--- src/hdl/rsd_pkg.sv ---
// shared types, constants and GF(32) arithmetic for the shortened RS(31,23) decoder
// field polynomial x^5 + x^2 + 1, primitive element alpha = 2
// no dependencies
package rsd_pkg;

	localparam int NN     = 31;
	localparam int CORR_T = 4;
	localparam int NPAR   = 2 * CORR_T;
	localparam int KK     = NN - NPAR;
	localparam int ADDR_W = 6;

	typedef logic [4:0] sym_t;
	typedef logic [NPAR-1:0][4:0] syn_vec_t;

	localparam logic [1:0] ST_CLEAN = 2'd0;
	localparam logic [1:0] ST_FIXED = 2'd1;
	localparam logic [1:0] ST_FAIL  = 2'd2;

	// alpha^e for e = 0..30, entry 31 wraps to alpha^0
	localparam sym_t ALOG [32] = '{
		5'd1,  5'd2,  5'd4,  5'd8,  5'd16, 5'd5,  5'd10, 5'd20,
		5'd13, 5'd26, 5'd17, 5'd7,  5'd14, 5'd28, 5'd29, 5'd31,
		5'd27, 5'd19, 5'd3,  5'd6,  5'd12, 5'd24, 5'd21, 5'd15,
		5'd30, 5'd25, 5'd23, 5'd11, 5'd22, 5'd9,  5'd18, 5'd1
	};

	// multiplicative inverse, zero maps to zero
	localparam sym_t INV [32] = '{
		5'd0,  5'd1,  5'd18, 5'd28, 5'd9,  5'd23, 5'd14, 5'd12,
		5'd22, 5'd4,  5'd25, 5'd16, 5'd7,  5'd15, 5'd6,  5'd13,
		5'd11, 5'd24, 5'd2,  5'd29, 5'd30, 5'd26, 5'd8,  5'd5,
		5'd17, 5'd10, 5'd21, 5'd31, 5'd3,  5'd19, 5'd20, 5'd27
	};

	typedef struct packed {
		syn_vec_t   syn;
		logic [4:0] len;
		logic       bank;
	} desc_t;

	typedef struct packed {
		logic valid;
		logic bank;
	} rel_t;

	function automatic sym_t gf_mul(input sym_t a, input sym_t b);
		sym_t r;
		sym_t x;
		r = '0;
		x = a;
		for (int k = 0; k < 5; k++) begin
			if (b[k]) r ^= x;
			x = {x[3:0], 1'b0} ^ (x[4] ? 5'h05 : 5'h00);
		end
		return r;
	endfunction

	function automatic sym_t gf_inv(input sym_t a);
		return INV[a];
	endfunction

	function automatic sym_t gf_alog(input logic [4:0] e);
		return ALOG[e];
	endfunction

	// (a + b) mod 31 for a, b below 31
	function automatic logic [4:0] add_mod(input logic [4:0] a, input logic [4:0] b);
		logic [5:0] s;
		s = {1'b0, a} + {1'b0, b};
		if (s >= 6'(NN)) s = s - 6'(NN);
		return s[4:0];
	endfunction

endpackage

--- src/hdl/rsd_front.sv ---
// front end: takes symbols, keeps the length register, accumulates syndromes
// and holds message symbols in a two-bank buffer read by the back end
// depends on rsd_pkg
module rsd_front (
	input  logic          clk,
	input  logic          arst_n,
	input  logic          push,
	output logic          full,
	input  rsd_pkg::sym_t symbol,
	input  logic          cfg_wen,
	input  logic [4:0]    cfg_wdata,
	output logic          q_push,
	output rsd_pkg::desc_t q_desc,
	input  logic [5:0]    rd_addr,
	output rsd_pkg::sym_t rd_data,
	input  rsd_pkg::rel_t rel
);
	import rsd_pkg::*;

	logic [4:0] ml_q;
	logic [4:0] cnt_q;
	logic       wr_bank_q;
	logic [1:0] used_q;
	sym_t       pw_q  [NPAR];
	sym_t       syn_q [NPAR];
	sym_t       mem   [2**ADDR_W];

	logic [4:0] eff_len;
	logic       accept;
	logic       last_sym;
	logic       is_par;
	sym_t       cur_pw [NPAR];
	syn_vec_t   syn_n;

	always_comb begin
		if (ml_q == 5'd0) eff_len = 5'd1;
		else if (ml_q > 5'(KK)) eff_len = 5'(KK);
		else eff_len = ml_q;
	end

	// no symbol transfer in a cycle that writes the length register
	assign full     = used_q[wr_bank_q] | cfg_wen;
	assign accept   = push & ~full;
	assign last_sym = (cnt_q == 5'(eff_len + 5'(NPAR - 1)));
	assign is_par   = (cnt_q >= eff_len);

	// per-syndrome running power alpha^((i+1)*position)
	always_comb begin
		for (int i = 0; i < NPAR; i++) begin
			if (cnt_q == 5'd0) cur_pw[i] = ALOG[5'((NPAR * (i + 1)) % NN)];
			else if (cnt_q == eff_len) cur_pw[i] = 5'd1;
			else cur_pw[i] = pw_q[i];
			syn_n[i] = ((cnt_q == 5'd0) ? 5'd0 : syn_q[i]) ^ gf_mul(symbol, cur_pw[i]);
		end
	end

	assign q_push      = accept & last_sym;
	assign q_desc.syn  = syn_n;
	assign q_desc.len  = eff_len;
	assign q_desc.bank = wr_bank_q;

	always_ff @(posedge clk or negedge arst_n) begin
		if (!arst_n) begin
			ml_q      <= 5'd12;
			cnt_q     <= '0;
			wr_bank_q <= 1'b0;
			used_q    <= '0;
		end else begin
			if (cfg_wen) begin
				ml_q  <= cfg_wdata;
				cnt_q <= '0;
			end else if (accept) begin
				cnt_q <= last_sym ? 5'd0 : 5'(cnt_q + 5'd1);
				if (last_sym) wr_bank_q <= ~wr_bank_q;
			end
			for (int b = 0; b < 2; b++) begin
				if (accept && last_sym && !cfg_wen && (wr_bank_q == 1'(b))) used_q[b] <= 1'b1;
				else if (rel.valid && (rel.bank == 1'(b))) used_q[b] <= 1'b0;
			end
		end
	end

	always_ff @(posedge clk) begin
		if (accept && !cfg_wen) begin
			for (int i = 0; i < NPAR; i++) begin
				pw_q[i]  <= gf_mul(cur_pw[i], ALOG[5'(i + 1)]);
				syn_q[i] <= syn_n[i];
			end
		end
	end

	always_ff @(posedge clk) begin
		if (accept && !cfg_wen && !is_par) mem[{wr_bank_q, cnt_q}] <= symbol;
		rd_data <= mem[rd_addr];
	end

endmodule

--- src/hdl/rsd_queue.sv ---
// two-entry queue of word descriptors between front and back end
// depends on rsd_pkg
module rsd_queue (
	input  logic           clk,
	input  logic           arst_n,
	input  logic           q_push,
	input  rsd_pkg::desc_t q_desc,
	input  logic           q_pop,
	output logic           q_empty,
	output rsd_pkg::desc_t q_head
);
	import rsd_pkg::*;

	desc_t      slot_q [2];
	logic       wr_ptr_q;
	logic       rd_ptr_q;
	logic [1:0] count_q;

	assign q_empty = (count_q == 2'd0);
	assign q_head  = slot_q[rd_ptr_q];

	always_ff @(posedge clk or negedge arst_n) begin
		if (!arst_n) begin
			wr_ptr_q <= 1'b0;
			rd_ptr_q <= 1'b0;
			count_q  <= '0;
		end else begin
			if (q_push) wr_ptr_q <= ~wr_ptr_q;
			if (q_pop && !q_empty) rd_ptr_q <= ~rd_ptr_q;
			unique case ({q_push, q_pop && !q_empty})
				2'b10:   count_q <= 2'(count_q + 2'd1);
				2'b01:   count_q <= 2'(count_q - 2'd1);
				default: count_q <= count_q;
			endcase
		end
	end

	always_ff @(posedge clk) begin
		if (q_push) slot_q[wr_ptr_q] <= q_desc;
	end

endmodule

--- src/hdl/rsd_back.sv ---
// back end: Berlekamp-Massey, Chien search, Forney, then streams the corrected
// message out of the front end buffer into an output register
// depends on rsd_pkg
module rsd_back (
	input  logic           clk,
	input  logic           arst_n,
	input  logic           q_empty,
	input  rsd_pkg::desc_t q_head,
	output logic           q_pop,
	output logic [5:0]     rd_addr,
	input  rsd_pkg::sym_t  rd_data,
	output rsd_pkg::rel_t  rel,
	output logic           empty,
	input  logic           pop,
	output rsd_pkg::sym_t  symbol_res,
	output logic           last,
	output logic [1:0]     status
);
	import rsd_pkg::*;

	typedef enum logic [11:0] {
		S_IDLE     = 12'b000000000001,
		S_CHECK    = 12'b000000000010,
		S_BM_D     = 12'b000000000100,
		S_BM_F     = 12'b000000001000,
		S_BM_U     = 12'b000000010000,
		S_BM_END   = 12'b000000100000,
		S_CHIEN    = 12'b000001000000,
		S_CH_END   = 12'b000010000000,
		S_FOR_INIT = 12'b000100000000,
		S_FOR_STEP = 12'b001000000000,
		S_FOR_MAG  = 12'b010000000000,
		S_OUT      = 12'b100000000000
	} state_t;

	state_t     state_q;
	syn_vec_t   syn_q;
	logic [4:0] len_q;
	logic       bank_q;
	sym_t       loc_q   [NPAR+1];
	sym_t       prior_q [NPAR+1];
	logic [3:0] deg_q;
	logic [3:0] m_q;
	logic [2:0] n_q;
	sym_t       b_q;
	sym_t       d_q;
	sym_t       f_q;
	sym_t       term_q  [CORR_T+1];
	logic [4:0] ci_q;
	logic [2:0] cnt_q;
	sym_t       root_q  [CORR_T];
	sym_t       pos_q   [CORR_T];
	sym_t       ev_q    [CORR_T];
	logic [2:0] fi_q;
	logic [2:0] fk_q;
	sym_t       x_q;
	sym_t       p_q;
	sym_t       num_q;
	sym_t       den_q;
	sym_t       mag_q   [CORR_T];
	logic [1:0] status_q;
	logic [4:0] k_q;
	logic [4:0] k_rd_q;
	logic       pend_q;
	logic       ov_q;
	sym_t       res_q;
	logic       last_q;
	logic [1:0] st_out_q;

	sym_t       d_c;
	sym_t       loc_n [NPAR+1];
	logic       grow;
	sym_t       chien_v;
	sym_t       ev_c  [CORR_T];
	sym_t       den_term;
	sym_t       corr;
	logic       issue;
	logic       last_rd;

	// discrepancy of step n
	always_comb begin
		d_c = syn_q[n_q];
		for (int i = 1; i < NPAR; i++) begin
			if ((deg_q >= 4'(i)) && ({1'b0, n_q} >= 4'(i)))
				d_c ^= gf_mul(loc_q[i], syn_q[3'(n_q - 3'(i))]);
		end
	end

	always_comb begin
		for (int k = 0; k <= NPAR; k++) begin
			loc_n[k] = loc_q[k];
			if (4'(k) >= m_q) loc_n[k] ^= gf_mul(f_q, prior_q[4'(4'(k) - m_q)]);
		end
	end

	assign grow = ({deg_q, 1'b0} <= {2'b00, n_q});

	always_comb begin
		chien_v = '0;
		for (int j = 0; j <= CORR_T; j++) begin
			if (deg_q >= 4'(j)) chien_v ^= term_q[j];
		end
	end

	// evaluator coefficients 1..T, ev_c[i-1] holds coefficient i
	always_comb begin
		for (int i = 1; i <= CORR_T; i++) begin
			ev_c[i-1] = syn_q[i-1] ^ loc_q[i];
			for (int j = 1; j < i; j++) ev_c[i-1] ^= gf_mul(loc_q[i-j], syn_q[j-1]);
		end
	end

	assign den_term = 5'd1 ^ gf_alog(add_mod(pos_q[fk_q[1:0]], root_q[fi_q[1:0]]));

	always_comb begin
		corr = '0;
		for (int e = 0; e < CORR_T; e++) begin
			if ((status_q == ST_FIXED) && (4'(e) < deg_q)
			    && (pos_q[e] == 5'(5'(NPAR) + k_rd_q)))
				corr ^= mag_q[e];
		end
	end

	assign issue     = (state_q == S_OUT) && !pend_q && (k_q != len_q) && (!ov_q || pop);
	assign last_rd   = (k_rd_q == 5'(len_q - 5'd1));
	assign rd_addr   = {bank_q, k_q};
	assign q_pop     = (state_q == S_IDLE) && !q_empty;
	assign rel.valid = pend_q && last_rd;
	assign rel.bank  = bank_q;

	assign empty      = ~ov_q;
	assign symbol_res = res_q;
	assign last       = last_q;
	assign status     = st_out_q;

	always_ff @(posedge clk or negedge arst_n) begin
		if (!arst_n) begin
			state_q <= S_IDLE;
			pend_q  <= 1'b0;
			ov_q    <= 1'b0;
		end else begin
			pend_q <= issue;
			if (pend_q) ov_q <= 1'b1;
			else if (pop && ov_q) ov_q <= 1'b0;
			unique case (state_q)
				S_IDLE:     if (!q_empty) state_q <= S_CHECK;
				S_CHECK:    state_q <= (syn_q == '0) ? S_OUT : S_BM_D;
				S_BM_D: begin
					if (d_c != 5'd0) state_q <= S_BM_F;
					else if (n_q == 3'(NPAR - 1)) state_q <= S_BM_END;
				end
				S_BM_F:     state_q <= S_BM_U;
				S_BM_U:     state_q <= (n_q == 3'(NPAR - 1)) ? S_BM_END : S_BM_D;
				S_BM_END:   state_q <= (deg_q > 4'(CORR_T)) ? S_OUT : S_CHIEN;
				S_CHIEN:    if (ci_q == 5'(NN)) state_q <= S_CH_END;
				S_CH_END:   state_q <= ({1'b0, cnt_q} != deg_q) ? S_OUT : S_FOR_INIT;
				S_FOR_INIT: state_q <= ({1'b0, fi_q} == deg_q) ? S_OUT : S_FOR_STEP;
				S_FOR_STEP: if (4'(4'(fk_q) + 4'd1) == deg_q) state_q <= S_FOR_MAG;
				S_FOR_MAG:  state_q <= S_FOR_INIT;
				S_OUT:      if (pend_q && last_rd) state_q <= S_IDLE;
				default:    state_q <= S_IDLE;
			endcase
		end
	end

	always_ff @(posedge clk) begin
		unique case (state_q)
			S_IDLE: begin
				if (!q_empty) begin
					syn_q  <= q_head.syn;
					len_q  <= q_head.len;
					bank_q <= q_head.bank;
				end
				k_q <= '0;
			end
			S_CHECK: begin
				status_q <= ST_CLEAN;
				for (int k = 0; k <= NPAR; k++) begin
					loc_q[k]   <= (k == 0) ? 5'd1 : 5'd0;
					prior_q[k] <= (k == 0) ? 5'd1 : 5'd0;
				end
				deg_q <= '0;
				m_q   <= 4'd1;
				n_q   <= '0;
				b_q   <= 5'd1;
			end
			S_BM_D: begin
				d_q <= d_c;
				if (d_c == 5'd0) begin
					m_q <= 4'(m_q + 4'd1);
					n_q <= 3'(n_q + 3'd1);
				end
			end
			S_BM_F: f_q <= gf_mul(d_q, gf_inv(b_q));
			S_BM_U: begin
				loc_q <= loc_n;
				if (grow) begin
					deg_q   <= 4'(4'(n_q) + 4'd1 - deg_q);
					prior_q <= loc_q;
					b_q     <= d_q;
					m_q     <= 4'd1;
				end else begin
					m_q <= 4'(m_q + 4'd1);
				end
				n_q <= 3'(n_q + 3'd1);
			end
			S_BM_END: begin
				status_q <= ST_FAIL;
				for (int j = 0; j <= CORR_T; j++) term_q[j] <= gf_mul(loc_q[j], ALOG[j]);
				ci_q  <= 5'd1;
				cnt_q <= '0;
			end
			S_CHIEN: begin
				if (chien_v == 5'd0) begin
					if (cnt_q < 3'(CORR_T)) begin
						root_q[cnt_q[1:0]] <= (ci_q == 5'(NN)) ? 5'd0 : ci_q;
						pos_q[cnt_q[1:0]]  <= (ci_q == 5'(NN)) ? 5'd0 : 5'(5'(NN) - ci_q);
					end
					if (cnt_q <= 3'(CORR_T)) cnt_q <= 3'(cnt_q + 3'd1);
				end
				for (int j = 0; j <= CORR_T; j++) term_q[j] <= gf_mul(term_q[j], ALOG[j]);
				ci_q <= 5'(ci_q + 5'd1);
			end
			S_CH_END: begin
				status_q <= ({1'b0, cnt_q} != deg_q) ? ST_FAIL : ST_FIXED;
				ev_q     <= ev_c;
				fi_q     <= '0;
			end
			S_FOR_INIT: begin
				x_q   <= gf_alog(root_q[fi_q[1:0]]);
				p_q   <= gf_alog(root_q[fi_q[1:0]]);
				num_q <= 5'd1;
				den_q <= 5'd1;
				fk_q  <= '0;
			end
			S_FOR_STEP: begin
				num_q <= num_q ^ gf_mul(ev_q[fk_q[1:0]], p_q);
				p_q   <= gf_mul(p_q, x_q);
				if (fk_q != fi_q) den_q <= gf_mul(den_q, den_term);
				fk_q  <= 3'(fk_q + 3'd1);
			end
			S_FOR_MAG: begin
				mag_q[fi_q[1:0]] <= gf_mul(num_q, gf_inv(den_q));
				fi_q <= 3'(fi_q + 3'd1);
			end
			S_OUT: begin
				if (issue) begin
					k_rd_q <= k_q;
					k_q    <= 5'(k_q + 5'd1);
				end
			end
			default: k_q <= '0;
		endcase
		if (pend_q) begin
			res_q    <= rd_data ^ corr;
			last_q   <= last_rd;
			st_out_q <= status_q;
		end
	end

endmodule

--- src/hdl/rs_gf32_shortened_decoder_unit.sv ---
// top level of the shortened RS(31,23) decoder over GF(32), up to four symbol errors
// depends on rsd_pkg, rsd_front, rsd_queue, rsd_back
//
//  channel  | handshake             | payload
//  ---------+-----------------------+---------------------------------
//  input    | push / full           | symbol[4:0]
//  result   | pop / empty           | symbol_res[4:0], last, status[1:0]
//  config   | cfg_wen               | cfg_wdata[4:0] (message length)
//
// symbols are taken one per cycle while full is low; a word holds len+8 symbols.
// the back end then runs Berlekamp-Massey, the Chien search over 31 positions and
// Forney, and reads the message symbols one at a time out of the single read port of
// the message buffer, issuing each read only after the last one's data is registered.
// the two-bank buffer lets the next word load while the back end works; full rises
// when both banks hold words and during a length write. reset sets the message
// length to 12 and empties all.
module rs_gf32_shortened_decoder_unit (
	input  logic                clk,
	input  logic                arst_n,
	input  logic                push,
	output logic                full,
	input  logic [4:0]          symbol,
	input  logic                pop,
	output logic                empty,
	output logic [4:0]          symbol_res,
	output logic                last,
	output logic [1:0]          status,
	input  logic                cfg_wen,
	input  logic [4:0]          cfg_wdata
);
	import rsd_pkg::*;

	logic       q_push;
	desc_t      q_desc;
	logic       q_pop;
	logic       q_empty;
	desc_t      q_head;
	logic [5:0] rd_addr;
	sym_t       rd_data;
	rel_t       rel;

	rsd_front u_front (
		.clk       (clk),
		.arst_n    (arst_n),
		.push      (push),
		.full      (full),
		.symbol    (symbol),
		.cfg_wen   (cfg_wen),
		.cfg_wdata (cfg_wdata),
		.q_push    (q_push),
		.q_desc    (q_desc),
		.rd_addr   (rd_addr),
		.rd_data   (rd_data),
		.rel       (rel)
	);

	rsd_queue u_queue (
		.clk     (clk),
		.arst_n  (arst_n),
		.q_push  (q_push),
		.q_desc  (q_desc),
		.q_pop   (q_pop),
		.q_empty (q_empty),
		.q_head  (q_head)
	);

	rsd_back u_back (
		.clk        (clk),
		.arst_n     (arst_n),
		.q_empty    (q_empty),
		.q_head     (q_head),
		.q_pop      (q_pop),
		.rd_addr    (rd_addr),
		.rd_data    (rd_data),
		.rel        (rel),
		.empty      (empty),
		.pop        (pop),
		.symbol_res (symbol_res),
		.last       (last),
		.status     (status)
	);

endmodule
--- config.mk ---
export PLATFORM = sky130hd
export DESIGN_NAME = rs_gf32_shortened_decoder_unit
export DESIGN_NICKNAME = d
export VERILOG_FILES = /design/src/hdl/rsd_pkg.sv /design/src/hdl/rsd_front.sv /design/src/hdl/rsd_queue.sv /design/src/hdl/rsd_back.sv /design/src/hdl/rs_gf32_shortened_decoder_unit.sv
export SDC_FILE = /design/constraint.sdc
export NUM_CORES = 2
export LEC_CHECK = 0
export CORE_UTILIZATION = 39
export DETAILED_ROUTE_END_ITERATION = 8
export DONT_BUFFER_PORTS = 1
export HOLD_SLACK_MARGIN = 0.1
export PLACE_DENSITY = 0.57
export SLEW_MARGIN = 20
export SYNTH_ARGS = -nofsm -noshare
export SYNTH_HDL_FRONTEND = slang
export SYNTH_SLANG_ARGS = --single-unit
--- constraint.sdc ---
create_clock -name clk -period 7.55 [get_ports clk]
set_input_delay 1.51 -clock clk [delete_from_list [all_inputs] [get_ports clk]]
set_output_delay 1.51 -clock clk [all_outputs]
set_load 0.005 [all_outputs]
==> results.toml <==
[critical_path]
r2r-end = "u_back.den_q[3]"
crit_chain = "mux4_2 -> ha_1 -> fa_1 -> ha_1 -> and2_1 -> a32oi_1 -> xnor2_1 -> ha_1 -> inv_1 -> a32o_1 -> mux2_2 -> o221ai_1 -> and2_1 -> nor2_1 -> a2111oi_0 -> nand4_1 -> xor2_1 -> nor2_1"
ff2ff_path_depth = 18
arrival_ns = 6.82
critical_path.slowest_cell = "mux4_2"
critPathMostFrequentCell = "ha_1"
crit_path_start_kind = "register"
path_class = "reg -> reg"
required_ns = 8.00
endpoint = "u_back.den_q[3]"
slowest_delay_ns = 0.70
cp-end-kind = "register"
rrSetupSlack_ns = 1.19
cp_max_fo = 13

[clock_tree]
clkSlewWorstSetupHoldPaths_ns = 0.06
root_buffer = "clkbuf_16"
cts.path.max_buffers = 3
clock_latency_ns = 0.76
holdBufCountCts = 0
post_cts_resized = 0
post_cts_buffers = 0
tritoncts = "done"
cts.sinks = 853
cts_buffers = 94
htree_levels = 3

[floorplan]
die-area_um2 = 146100
start_util_pct = 39.29
die-height_um = 382.2
rows = 139
design.core.area_um2 = 143500
io_pins = 25
fp.dieW_um = 382.2

[sta]
timing.fmax_ghz = 0.1571
setup-tns-final_ns = 0
slew_headroom_pct = 24.88
min_period_ns = 6.365
finalSetupViolCount = 0
fin_hold_ws_ns = 0.4496
slew_violations = 0
hold_violations = 0
finalCritPeriodShare_pct = 84.30
tightest_slew_ns = 1.121
rsz0062_at_grt = "no"
clock_skew_ns = 0.08180

[global_routing]
grt_pass1_wl_mm = 232.1
grt_pass1_vias = 37429
grt_util_all_layers_pct = 20.33
antenna_found_initial = 3
grt_max_degree = 122
gr-total-overflow = 0

[yosys]
yosys_warnings = 0
yosys.area.top_type = "edfxtp_1"
syn_avg_cell_area_um2 = 10.72
yosys.area.top_type_share_pct = 43.30
synth_edf_count = 813
syn-num-nets = 5363
seq_area_frac_synth_pct = 45.00
synth_area_leaders = "edfxtp_1 43%, xnor2_1 9.7%, mux4_2 8.9%, nand2_1 5.6%, xor2_1 3.3%"
synth_most_common_cell = "nand2_1"
synth_area_um2 = 56380
postSynthCellCount = 5261
async_flop_share_pct = 3.634
ys_ff_latch = 853
ys_top_cells_by_count = "839 x nand2_1, 813 x edfxtp_1, 622 x xnor2_1"
synth.distinct_cells = 95
synth_flop_cell = "edfxtp_1"

[layout]
area_growth_pct = 8.500
drive_gt1_share_pct = 11.89
nFillCells = 13389
multiInputGateArea_um2 = 29220
regArea_um2 = 25370
finalNetCount = 5164

[pwr]
vdd.ir_drop.worst_mv = 0.4047
powerDensity_nw_per_um2 = 410.8
leakage_nw = 20.81

[drt]
num_vias = 39428
drt-initial-drc-count = 3593
routedWlPerCell_um = 21.48
vias_per_cell = 5.599
drtAntennaViolNets = 0
dr.pass1.iters = 6
drc_errors = 0
routed_wl_mm = 151.2

[placed_design]
io_buffer_count = 0
dp_hpwl_mm = 100.1
gp_congestion = 0.9097

[min_path]
holdCritPathClass = "in -> async"

[run_status]
outcome = "complete, no violations"

[flow_run]
maxCapViolCount = 0
-- critical path: cells and delay by family (launching register included) --
kind	cells	cell delay (ns)
fa+ha+maj	4	1.63
compound gates	4	1.19
mux	2	0.96
simple gates	5	0.87
xor+xnor	2	0.80
flops	1	0.51
buf+inv	1	0.14
-- kinds of logic (layout without fill, tap and decap cells) --
kind of cell             after synthesis  count (layout)  share of synthesized area (%)
AND/OR/NAND/NOR                     1729            1729                          13.60
adder cells (fa/ha/maj)               92              92                          2.046
XOR/XNOR                             860             860                          14.03
multiplexers                         440             440                          13.08
AO/OA/AOI/OAI                        819             819                          8.919
other                                  0               1                              0
buffers and inverters                468             345                          3.322
flip-flops                           853             853                          45.00
-- registers in the layout, indices dropped and copies added, names as in the netlist, 25 cells and up, named ones only --
name	cells
u_back.syn_q	40
u_queue.slot_q	92
u_back.term_q	25
u_back.loc_q	45
u_front.mem	320
u_back.prior_q	45
u_front.syn_q	40
u_front.pw_q	40
-- worst min-delay path by stage --
stage                       startpoint                to  slack [ns]  cells after the start
global route                    arst_n   u_front.ml_q[1]        0.41                      0
detailed placement       u_back.k_q[2]  u_back.k_rd_q[2]        0.44                      0
CTS                             arst_n   u_front.ml_q[1]        0.40                      0
global placement         u_back.k_q[2]  u_back.k_rd_q[2]        0.44                      0
floorplan           u_back.status_q[0]  u_back.status[0]        0.42                      0
finish                          arst_n   u_front.ml_q[1]        0.45                      0
-- metrics by stage --
| stage | cells | setup WS, ns | util [%] | area (µm²) | total power, mW |
|---|---|---|---|---|---|
| floorplan | 5261 | 0.2243 | - | 56380 | 17.39 |
| global placement | 6866 | 1.210 | 40.38 | 57930 | 20.28 |
| detailed placement | 6866 | 1.277 | 40.38 | 57930 | 20.36 |
| CTS | 7038 | 1.226 | 42.60 | 61120 | 25.15 |
| global route | 7042 | 0.7145 | 42.63 | 61170 | 26.51 |
| finish | 7042 | 1.185 | 42.63 | 61170 | 25.13 |
-- metal layers --
layer	vias up	routed length [µm]	GRT usage (%)
li1	18427	-	-
met1	19557	69170	29.30
met2	1231	69120	31.71
met3	211	9024	2.905
met4	2	3894	5.881
met5	-	17	0
-- power by group --
| group | switching [mW] | internal, mW | total, mW |
|---|---|---|---|
| Combinational | 7.21 | 6.49 | 13.7 |
| Clock | 1.99 | 2.69 | 4.69 |
| Sequential | 0.825 | 5.92 | 6.74 |
| Total | 10.0 | 15.1 | 25.1 |
-- layout make-up --
cell class                 instances  area share [%]
clock buffer                     120           4.185
multi-input combinational       3940           47.76
clock inverter                    52           1.017
antenna                            1        0.004091
sequential                       853           41.48
inverter                          87          0.5339
tap                             1903           3.892
timing repair buffer              86           1.125
-- layout by cell type (no fill, tap or decap), types with 22 or more instances in the layout --
cell | Yosys | layout
nor3_1 | 34 | 34
and2_1 | 73 | 72
nand2_1 | 839 | 838
nand2b_1 | 58 | 58
inv_1 | 78 | 78
nor2_1 | 396 | 394
xnor3_1 | 23 | 23
ha_1 | 85 | 84
nor2b_1 | 56 | 55
mux2_2 | 96 | 96
edfxtp_1 | 813 | 813
clkbuf_16 | 0 | 94
o211ai_1 | 41 | 41
a21oi_1 | 194 | 194
xor2_1 | 211 | 207
nand3b_1 | 24 | 24
mux4_2 | 224 | 224
xnor2_1 | 622 | 622
o21ai_0 | 254 | 253
a22oi_1 | 70 | 70
mux2i_1 | 114 | 114
and3_1 | 30 | 29
o22ai_1 | 34 | 34
clkinv_1 | 6 | 22
o21ai_1 | 22 | 22
buf_4 | 4 | 81
dfrtp_1 | 28 | 27
a31oi_1 | 39 | 39
nand3_1 | 107 | 107
Power figures use the tool's default switching activity.
